[config.mk]
export PLATFORM = sky130hd
export DESIGN_NAME = imu_dr_seq
export DESIGN_NICKNAME = d
export VERILOG_FILES = /design/src/rtl/core/imu_dr_pkg.sv /design/src/rtl/core/imu_dr_seq.sv
export SDC_FILE = /design/constraint.sdc
export NUM_CORES = 1
export LEC_CHECK = 0
export BUFFER_PORTS_ARGS = -buffer_cell sky130_fd_sc_hd__buf_2
export CAP_MARGIN = 20
export CORE_MARGIN = 2
export CORE_UTILIZATION = 48
export CTS_BUF_LIST = sky130_fd_sc_hd__clkbuf_16
export DETAILED_ROUTE_END_ITERATION = 7
export PLACE_DENSITY = 0.79
export SYNTH_ARGS = -nofsm -noshare
export SYNTH_HDL_FRONTEND = slang
export SYNTH_SLANG_ARGS = --single-unit
export TNS_END_PERCENT = 10
[constraint.sdc]
create_clock -name clk_i -period 1.54 [get_ports clk_i]
set_input_delay 0.308 -clock clk_i [delete_from_list [all_inputs] [get_ports clk_i]]
set_output_delay 0.308 -clock clk_i [all_outputs]
set_load 0.05 [all_outputs]
[src/rtl/core/imu_dr_pkg.sv]
// Shared types, constants and the control program of the dead-reckoning integrator.
package imu_dr_pkg;

  // Configuration register indexes and reset values
  localparam int unsigned NumRegs = 2;
  localparam int unsigned AddrW   = $clog2(NumRegs) + 2;
  localparam int unsigned ThrW    = 31;
  localparam logic REG_ACC_THR = 1'b0;
  localparam logic REG_VEL_THR = 1'b1;
  localparam logic [ThrW-1:0] ACC_THR_RESET = 31'd65536;
  localparam logic [ThrW-1:0] VEL_THR_RESET = 31'd6554;

  // Program length and step counter width
  localparam int unsigned NumSteps = 20;
  localparam int unsigned StepW    = $clog2(NumSteps);

  // Axis lanes of the vector state
  localparam logic [1:0] LANE_X = 2'd0;
  localparam logic [1:0] LANE_Y = 2'd1;
  localparam logic [1:0] LANE_Z = 2'd2;

  // Multiplier operand A source
  typedef enum logic [3:0] {
    MA_AX,
    MA_AY,
    MA_AZ,
    MA_ATHR,
    MA_VX,
    MA_VY,
    MA_VZ,
    MA_VTHR,
    MA_DT
  } mul_sel_e;

  // Datapath operation on the registered product
  typedef enum logic [2:0] {
    OP_NONE,
    OP_ACC_LOAD,
    OP_ACC_ADD,
    OP_VEL_ADD,
    OP_VCLAMP,
    OP_POS_ADD,
    OP_MINMAX
  } op_e;

  // One control word of the program
  typedef struct packed {
    mul_sel_e         mul_a;
    logic             mul_dt;   // operand B is dt, else operand A (square)
    op_e              op;
    logic [1:0]       lane;
    logic             jmp_below;
    logic [StepW-1:0] target;
    logic             last;
  } ucode_t;

  // Control handed from the sequencer to the datapath
  typedef struct packed {
    mul_sel_e   mul_a;
    logic       mul_dt;
    op_e        op;
    logic [1:0] lane;
  } ctrl_t;

  // Result word
  typedef struct packed {
    logic signed [31:0] pos_x;
    logic signed [31:0] pos_y;
    logic signed [31:0] pos_z;
    logic signed [31:0] vel_x;
    logic signed [31:0] vel_y;
    logic signed [31:0] vel_z;
    logic signed [31:0] lowest_z;
    logic signed [31:0] highest_z;
  } res_t;

  function automatic ucode_t mk(mul_sel_e a, logic dt, op_e op, logic [1:0] lane,
                                logic jb, logic [StepW-1:0] tgt, logic last);
    ucode_t w;
    w.mul_a     = a;
    w.mul_dt    = dt;
    w.op        = op;
    w.lane      = lane;
    w.jmp_below = jb;
    w.target    = tgt;
    w.last      = last;
    return w;
  endfunction

  // Control program: product of step n is consumed by step n+1
  function automatic ucode_t ucode_rom(logic [StepW-1:0] step);
    ucode_t w;
    unique case (step)
      // squared acceleration length, then threshold squared
      5'd0:  w = mk(MA_AX,   1'b0, OP_NONE,     LANE_X, 1'b0, 5'd0,  1'b0);
      5'd1:  w = mk(MA_AY,   1'b0, OP_ACC_LOAD, LANE_X, 1'b0, 5'd0,  1'b0);
      5'd2:  w = mk(MA_AZ,   1'b0, OP_ACC_ADD,  LANE_X, 1'b0, 5'd0,  1'b0);
      5'd3:  w = mk(MA_ATHR, 1'b0, OP_ACC_ADD,  LANE_X, 1'b0, 5'd0,  1'b0);
      // below threshold: acceleration is zero, velocity stays, skip ahead
      5'd4:  w = mk(MA_DT,   1'b0, OP_NONE,     LANE_X, 1'b1, 5'd9,  1'b0);
      // velocity integration
      5'd5:  w = mk(MA_AX,   1'b1, OP_NONE,     LANE_X, 1'b0, 5'd0,  1'b0);
      5'd6:  w = mk(MA_AY,   1'b1, OP_VEL_ADD,  LANE_X, 1'b0, 5'd0,  1'b0);
      5'd7:  w = mk(MA_AZ,   1'b1, OP_VEL_ADD,  LANE_Y, 1'b0, 5'd0,  1'b0);
      5'd8:  w = mk(MA_DT,   1'b0, OP_VEL_ADD,  LANE_Z, 1'b0, 5'd0,  1'b0);
      // squared velocity length, then threshold squared
      5'd9:  w = mk(MA_VX,   1'b0, OP_NONE,     LANE_X, 1'b0, 5'd0,  1'b0);
      5'd10: w = mk(MA_VY,   1'b0, OP_ACC_LOAD, LANE_X, 1'b0, 5'd0,  1'b0);
      5'd11: w = mk(MA_VZ,   1'b0, OP_ACC_ADD,  LANE_X, 1'b0, 5'd0,  1'b0);
      5'd12: w = mk(MA_VTHR, 1'b0, OP_ACC_ADD,  LANE_X, 1'b0, 5'd0,  1'b0);
      // clamp velocity; a zero velocity leaves position as it is
      5'd13: w = mk(MA_DT,   1'b0, OP_VCLAMP,   LANE_X, 1'b1, 5'd18, 1'b0);
      // position integration
      5'd14: w = mk(MA_VX,   1'b1, OP_NONE,     LANE_X, 1'b0, 5'd0,  1'b0);
      5'd15: w = mk(MA_VY,   1'b1, OP_POS_ADD,  LANE_X, 1'b0, 5'd0,  1'b0);
      5'd16: w = mk(MA_VZ,   1'b1, OP_POS_ADD,  LANE_Y, 1'b0, 5'd0,  1'b0);
      5'd17: w = mk(MA_DT,   1'b0, OP_POS_ADD,  LANE_Z, 1'b0, 5'd0,  1'b0);
      // height extremes, then hand over the result
      5'd18: w = mk(MA_DT,   1'b0, OP_MINMAX,   LANE_X, 1'b0, 5'd0,  1'b0);
      5'd19: w = mk(MA_DT,   1'b0, OP_NONE,     LANE_X, 1'b0, 5'd0,  1'b1);
      default: w = mk(MA_DT, 1'b0, OP_NONE,     LANE_X, 1'b0, 5'd0,  1'b1);
    endcase
    return w;
  endfunction

endpackage

[src/rtl/core/imu_dr_seq.sv]
// Step counter and program sequencer of the dead-reckoning integrator.
module imu_dr_seq import imu_dr_pkg::*; (
  input  logic  clk_i,
  input  logic  rst_ni,
  input  logic  start_i,
  input  logic  below_i,
  input  logic  out_free_i,
  output logic  busy_o,
  output logic  done_o,
  output ctrl_t ctrl_o
);

  logic             run_q, run_d;
  logic [StepW-1:0] step_q, step_d;
  ucode_t           word;
  logic             hold;

  assign word = ucode_rom(step_q);
  // hold on the last step until the output register is free
  assign hold = word.last && !out_free_i;

  // decode the control word
  always_comb begin
    ctrl_o.mul_a  = word.mul_a;
    ctrl_o.mul_dt = word.mul_dt;
    ctrl_o.op     = run_q ? word.op : OP_NONE;
    ctrl_o.lane   = word.lane;
  end

  assign busy_o = run_q;
  assign done_o = run_q && word.last && out_free_i;

  // advance, jump or stop
  always_comb begin
    run_d  = run_q;
    step_d = step_q;
    if (!run_q) begin
      if (start_i) begin
        run_d  = 1'b1;
        step_d = '0;
      end
    end else if (word.last) begin
      if (!hold) begin
        run_d = 1'b0;
      end
    end else if (word.jmp_below && below_i) begin
      step_d = word.target;
    end else begin
      step_d = step_q + 1'b1;
    end
  end

  always_ff @(posedge clk_i or negedge rst_ni) begin
    if (!rst_ni) begin
      run_q  <= 1'b0;
      step_q <= '0;
    end else begin
      run_q  <= run_d;
      step_q <= step_d;
    end
  end

endmodule

Word-level counts from Yosys, hierarchy flattened:

Memory sizes are Yosys's and may differ from the RTL's.
Cells that the tools add are included.

* register bits: 6
* latch bits: 0
* bits in writable memories: 0
* bits in read-only memories: 512
* input port bits: 5
* word-level logic and storage cells: 21
* memories kept: 1

* add/sub/neg operators: 1
* multiply operators: 0
* divide/modulo/power cells: 0
* order comparisons: 0
* equality and inequality tests: 1
* shift-type cells: 0
* muxes and demuxes: 9
* bitwise gates (word level): 0
* reductions and logical operators: 7

Memories
* (no name shown): depth 32, width 16, read ports 1, clocked after Yosys merged registers in 0, write ports 0, line imu_dr_pkg.sv:93 `unique case (step)`

Operators with widths (count)
* 2-to-1 mux 5 bit: 4
* adder 5 x 1 -> 5 bit, second input constant: 1
* logical AND 1 bit: 4
* 2-to-1 mux 1 bit: 4
* 2-to-1 mux 3 bit: 1
* != test 2 bit, second input constant: 1
* AND reduction 2 bit: 1
* nonzero test 2 bit: 1
* zero test 1 bit: 1

Logic depth before layout (Yosys ltp):

Gate-level depths: netlist (run 1).

* depth after elaboration: 5
* mapped depth: 7

Worst setup path after synthesis (run 1):

OpenSTA, ideal clock, no wires.

* path type: register -> output
* start point: reg step_q[0]
* end point: out ctrl_o[3] (netlist name)
* arrival: 2.341 ns
* data required time: 1.232 ns
* setup slack: -1.109 ns
* stages on the path, launching flop included: 6
* buffers on the path: 0
* path through: dfrtp_1 > inv_1 > ha_1 > o21ai_0 > a21oi_1 > a211oi_1

RTL lines
* start, declared: line imu_dr_seq.sv:14 `logic [StepW-1:0] step_q, step_d;`
* start signal, assigned: line imu_dr_seq.sv:59 `step_q <= step_d;`
* end, declared: line imu_dr_seq.sv:10 `output ctrl_t ctrl_o`

==> flow_metrics.env, run 1 <==
export IMPL_netlist_area_um2=817
export IMPL_synth_cells=107
export IMPL_ys_flop_type="dfrtp_1"
export IMPL_viasPerCell=6.58
export IMPL_cp_cell_sequence="ha_4 -> inv_4 -> ha_4 -> nand2b_4 -> a21o_4 -> a21oi_4 -> buf_6"
export IMPL_end_kind="primary output"
export IMPL_final_max_slew_viol_count=0
export IMPL_final_setup_viol_count=14
export IMPL_dp_hpwl_um=1880
export IMPL_cts_buffers=3
export IMPL_path_common_cell="ha_4"
export IMPL_cap_violations=0
export IMPL_cts_setup_buffers=0
export IMPL_grtUsageTotal=0.364
export IMPL_maxClockFrequency_ghz=0.511
export IMPL_slowest_stage="dfrtp_2"
export IMPL_cts_tree="yes"
export IMPL_final_seq_area_um2=155
export IMPL_rows=14
export IMPL_place_congestion=0.859
export IMPL_drc=0
export IMPL_overflow=0
export IMPL_synth_fp_nets=120
export IMPL_hold_depth=3
export IMPL_multi_input_area_um2=763
export IMPL_worst_r2r_cell_count=7
export IMPL_crit_arrival_ns=1.65
export IMPL_io_buffers=16
export IMPL_ys_seq_area_frac=0.184
export IMPL_synth_edf_count=0
export IMPL_htree_num_levels=1
export IMPL_cp_top_family="flip-flops"
export IMPL_grt_first_pass_wirelength_um=5110
export IMPL_instances_no_fill=166
export IMPL_fin_worst_skew_ns=0.00410
export IMPL_antenna_found_initial=0
export IMPL_hold_slack_ns=0.349
export IMPL_r2r_slack_ns=-0.10
export IMPL_drtPass1Iterations=5
export IMPL_nNetsFinal=164
export IMPL_ioPinCount=17
export IMPL_first_global_vias=1025
export IMPL_n_antenna_cell=0
export IMPL_post_place_cells=161
export IMPL_path_buf_inv=2
export IMPL_synth_cell_types=33
export IMPL_critPathKind="reg -> out"
export IMPL_async_reset_ff_frac=1.00
export IMPL_grt_max_degree=18
export IMPL_worstPathRequired_ns=1.23
export IMPL_worstMarginPinSlew_ns=0.326
export IMPL_cts_sinks=6
export IMPL_crit_fanout=5
export IMPL_wl_um=3690
export IMPL_r2r_end="step_q[1]"
export IMPL_violations="setup timing"
export IMPL_hold_class="in -> reg"
export IMPL_crit_reg2reg_launch="step_q[0]"
export IMPL_status="finished, violations left"
export IMPL_die_width_um=45.3
export IMPL_core_um2=1560
export IMPL_finalWorstSetupSlack_ns=-0.418
export IMPL_drtAntennaViolNets=0
export IMPL_rsz0062_at_grt="yes"
export IMPL_slew_headroom=0.783
export IMPL_crit_path_start_kind="flip-flop"
export IMPL_path_clk_slew_ns=0.04
export IMPL_wl_per_cell_um=22.3
export IMPL_drt_first_iter_violations=66
export IMPL_clkLatencyLatePin_ns=0.24
export IMPL_dr_total_vias=1093
export IMPL_die_area_um2=2050
export IMPL_initial_utilization=0.524
export IMPL_syn_avg_cell_area_um2=7.64
export IMPL_period_share=1.27
export IMPL_nFillCells=61
export IMPL_max_stage_delay_ns=0.46
export IMPL_syn_to_final_growth_pct=78.1
export IMPL_preCtsSetupSlack_ns=-0.249
export IMPL_worstHoldStart="start_i"
export IMPL_die_y_um=45.3
export IMPL_synth_seq_cells=6
export IMPL_fin_crit_ns=1.96
export IMPL_hold_viol_final=0
export IMPL_root_buffer="clkbuf_16"
export IMPL_hold_path_end="busy_o"
export IMPL_yosysWarnings=0
export IMPL_timing_setup_tns_ns=-4.10
export IMPL_drive_gt1_frac=0.620
export IMPL_cts_buffer_depth=2
-- kinds of logic (layout without fill, tap and decap cells) --
logic type,count (synthesis),count (layout),synth area share
buffers and inverters,16,59,0.116
multiplexers,2,2,0.0245
AO/OA/AOI/OAI,34,34,0.288
flip-flops,6,6,0.184
XOR/XNOR,1,1,0.0107
AND/OR/NAND/NOR,40,40,0.254
adder cells (fa/ha/maj),8,8,0.123
-- tightest hold or removal path: cells and delay by family --
family / cells / cell delay [ns]
buffers and inverters: 1 / 0.09
AND/OR/NAND/NOR: 2 / 0.14
-- layout make-up --
class,instances,share of cell area
multi-input cells,85,0.525
repair buffers,47,0.275
flip-flops and latches,6,0.107
clock buffers,3,0.0516
inverters,8,0.0258
well taps,16,0.0138
clock inverters,1,0.00258
-- layout by cell type (no fill, tap or decap), drive strengths merged, types with 2 or more instances in the layout --
cell    instances
a211oi          2
a21oi          12
buf            46
clkbuf          3
dfrtp           6
ha              8
inv             9
mux2i           2
nand2          14
nand2b          3
nand3           7
nor2           12
nor3            2
o21ai           6
o22ai           2
o31ai           4
-- per-stage QoR --
stage	util	instance area, um2
2_1_floorplan	-	961
3_3_place_gp	0.787	1230
3_5_place_dp	0.787	1230
4_1_cts	0.905	1410
5_1_grt	0.933	1460
6_report	0.933	1460
-- registers in the layout, summed over array words and instances, names as in the netlist --
| register | count |
|---|---|
| busy_o | 1 |
| step_q | 5 |
-- layer usage --
layer,part of all wire,wire length [um],global-route usage
met2,0.50,1850,0.637
met1,0.37,1370,0.422
met5,0,0,0
met3,0.073,271,0.0560
met4,0.054,199,0.194
-- worst max-delay path by stage --
stage	start	end	slack [ns]	cells past startpoint
global route	step_q[0]	ctrl_o[2]	-0.44	7
CTS	step_q[1]	ctrl_o[4]	-0.39	7
global placement	step_q[1]	ctrl_o[4]	-0.22	7
finish	step_q[0]	ctrl_o[4]	-0.42	7
floorplan	step_q[0]	ctrl_o[3]	-0.25	7
detailed placement	step_q[1]	ctrl_o[4]	-0.25	7
-- synthesized netlist by cell type (2+ instances only) --
| cell | n | area (um2) |
|---|---|---|
| nor2_1 | 10 | 37.5 |
| nand2_1 | 14 | 52.6 |
| nand3_1 | 7 | 35.0 |
| dfrtp_1 | 6 | 150 |
| buf_6 | 4 | 45.0 |
| ha_1 | 8 | 100 |
| o21ai_0 | 5 | 25.0 |
| a211oi_1 | 2 | 15.0 |
| buf_2 | 4 | 20.0 |
| a21oi_1 | 11 | 55.1 |
| o31ai_1 | 2 | 15.0 |
| nor3_1 | 2 | 10.0 |
| nor2_2 | 2 | 12.5 |
| nand2b_4 | 2 | 27.5 |
| o31ai_2 | 2 | 25.0 |
| inv_1 | 7 | 26.3 |
| o22ai_1 | 2 | 12.5 |
| mux2i_1 | 2 | 20.0 |
-- timing repair --
item                                    4_1_cts  5_1_grt
endpoints found under the setup margin       15       15
cloned                                        0        0
gates resized for setup                      30       13
pin swaps                                     5        6
endpoints found under the hold margin         6        0
hold buffers                                  1        0
Power of run 1 is left out: the tool's default activity adds up to more than one toggle a clock period on the data nets, which glitch-free logic cannot reach.
==> inputs of run 2 (changes only) <==
--- a/config.mk
+++ b/config.mk
@@ -8,7 +8,7 @@
 export BUFFER_PORTS_ARGS = -buffer_cell sky130_fd_sc_hd__buf_2
 export CAP_MARGIN = 20
 export CORE_MARGIN = 2
-export CORE_UTILIZATION = 48
+export CORE_UTILIZATION = 50
 export CTS_BUF_LIST = sky130_fd_sc_hd__clkbuf_16
 export DETAILED_ROUTE_END_ITERATION = 7
 export PLACE_DENSITY = 0.79
==> constraint.sdc (replaced) <==
create_clock -name clk_i -period 2.3 [get_ports clk_i]
set_input_delay 0.46 -clock clk_i [delete_from_list [all_inputs] [get_ports clk_i]]
set_output_delay 0.46 -clock clk_i [all_outputs]
set_load 0.05 [all_outputs]
==> run 2 against run 1 <==
The run now ends clean. Final cell count fell by 12%. Critical endpoint unchanged. Global-route usage fell by 13 points. Via count fell by 21%.
==> flow_metrics.env, run 2 (synthesized netlist as in run 1, its figures left out) <==
export IMPL_status="complete, no violations"
export IMPL_wl_per_cell_um=15.4
export IMPL_worstMarginPinSlew_ns=0.467
export IMPL_end_kind="primary output"
export IMPL_antenna_found_initial=0
export IMPL_first_global_vias=695
export IMPL_crit_arrival_ns=1.79
export IMPL_die_y_um=44.4
export IMPL_grt_use_met2=0.356
export IMPL_drtAntennaViolNets=0
export IMPL_dr_total_vias=864
export IMPL_grt_max_degree=21
export IMPL_path_clk_slew_ns=0.03
export IMPL_place_congestion=0.866
export IMPL_fin_crit_ns=2.25
export IMPL_dp_hpwl_um=1500
export IMPL_final_max_slew_viol_count=0
export IMPL_fin_worst_skew_ns=0.000942
export IMPL_grt_first_pass_wirelength_um=3390
export IMPL_r2r_slack_ns=0.66
export IMPL_r2r_end="step_q[0]"
export IMPL_clkLatencyLatePin_ns=0.23
export IMPL_met3_usage=0.0653
export IMPL_period_share=0.977
export IMPL_crit_start="step_q[1]"
export IMPL_ioPinCount=17
export IMPL_crit_fanout=7
export IMPL_wl_um=2250
export IMPL_cts_buffer_depth=2
export IMPL_die_width_um=44.4
export IMPL_drc=0
export IMPL_maxClockFrequency_ghz=0.445
export IMPL_cap_violations=0
export IMPL_fin_util=0.697
export IMPL_worst_r2r_cell_count=7
export IMPL_root_buffer="clkbuf_16"
export IMPL_top_register="step_q"
export IMPL_core_um2=1520
export IMPL_busiest_layer="met2"
export IMPL_slew_headroom=0.689
export IMPL_final_common_cell="nand2_1"
export IMPL_drt_first_iter_violations=21
export IMPL_cts_sinks=6
export IMPL_final_setup_viol_count=0
export IMPL_io_buffers=16
export IMPL_hold_class="in -> async"
export IMPL_die_area_um2=1970
export IMPL_viasPerCell=5.92
export IMPL_cts_tree="yes"
export IMPL_crit_reg2reg_launch="step_q[1]"
export IMPL_cts_buffers=3
export IMPL_nFillCells=119
export IMPL_crit_path_start_kind="flip-flop"
export IMPL_nNetsFinal=145
export IMPL_n_antenna_cell=0
export IMPL_cts_hold_buffers=0
export IMPL_worstPathRequired_ns=1.84
export IMPL_htree_num_levels=1
export IMPL_layout_common_cells="14 x nand2_1, 13 x buf_2, 13 x buf_4"
export IMPL_initial_utilization=0.536
export IMPL_hold_viol_final=0
export IMPL_drtPass1Iterations=4
export IMPL_drive_gt1_frac=0.408
export IMPL_critPathKind="reg -> out"
export IMPL_met1_usage=0.333
export IMPL_rows=14
export IMPL_largest_reg_flops=5
export IMPL_overflow=0
export IMPL_grtUsageTotal=0.235
export IMPL_syn_to_final_growth_pct=30.0
==> run 2: stage by stage <==
step | cell area, um2 | setup TNS, ns | instances | worst slack (ns) | hold slack (ns)
after CTS | 1000 | 0 | 141 | 0.0139 | 0.0539
after floorplan | 827 | -1.83 | 107 | -0.408 | 0.164
final | 1060 | 0 | 146 | 0.0530 | 0.0510
after global routing | 1060 | -0.0477 | 146 | -0.0378 | 0.0580
after global placement | 915 | 0 | 138 | 0.0981 | 0.288
after detailed placement | 915 | 0 | 138 | 0.0637 | 0.288
==> run 2: worst max-delay path by stage <==
stage	to	slack (ns)	cells after the start
finish	ctrl_o[4]	0.05	7
global route	done_o	-0.04	7
CTS	done_o	0.01	7
detailed placement	ctrl_o[3]	0.06	6
global placement	ctrl_o[3]	0.1	6
floorplan	done_o	-0.41	6
==> run 2: per-layer routing <==
layer | wire (um) | part of all wire
met1 | 1010 | 0.45
met2 | 1070 | 0.48
met5 | 0 | 0
met3 | 109 | 0.049
met4 | 52 | 0.023
==> run 2: repair_timing <==
action / CTS / global route
setup buffers: 0 / 5
gates resized for setup: 7 / 7
endpoints found under the setup margin: 10 / 5
hold endpoints to repair: 0 / 0
pin swaps: 0 / 1
==> run 2: critical path: stages, from the launching register on <==
cell and delay [ns]:
dfrtp_2 0.45, ha_2 0.20, inv_1 0.06, ha_2 0.19, nand2b_4 0.07, a21o_4 0.24, a21oi_1 0.13, buf_4 0.22
==> run 2: final cells by class <==
| type | instances | area (um2) | share of cell area |
|---|---|---|---|
| multi-input cells | 85 | 602 | 0.567 |
| well taps | 16 | 20.0 | 0.0188 |
| repair buffers | 28 | 181 | 0.171 |
| inverters | 8 | 30.0 | 0.0283 |
| clock buffers | 3 | 75.1 | 0.0707 |
| flip-flops and latches | 6 | 154 | 0.145 |
Power of run 2 is left out for the same reason.
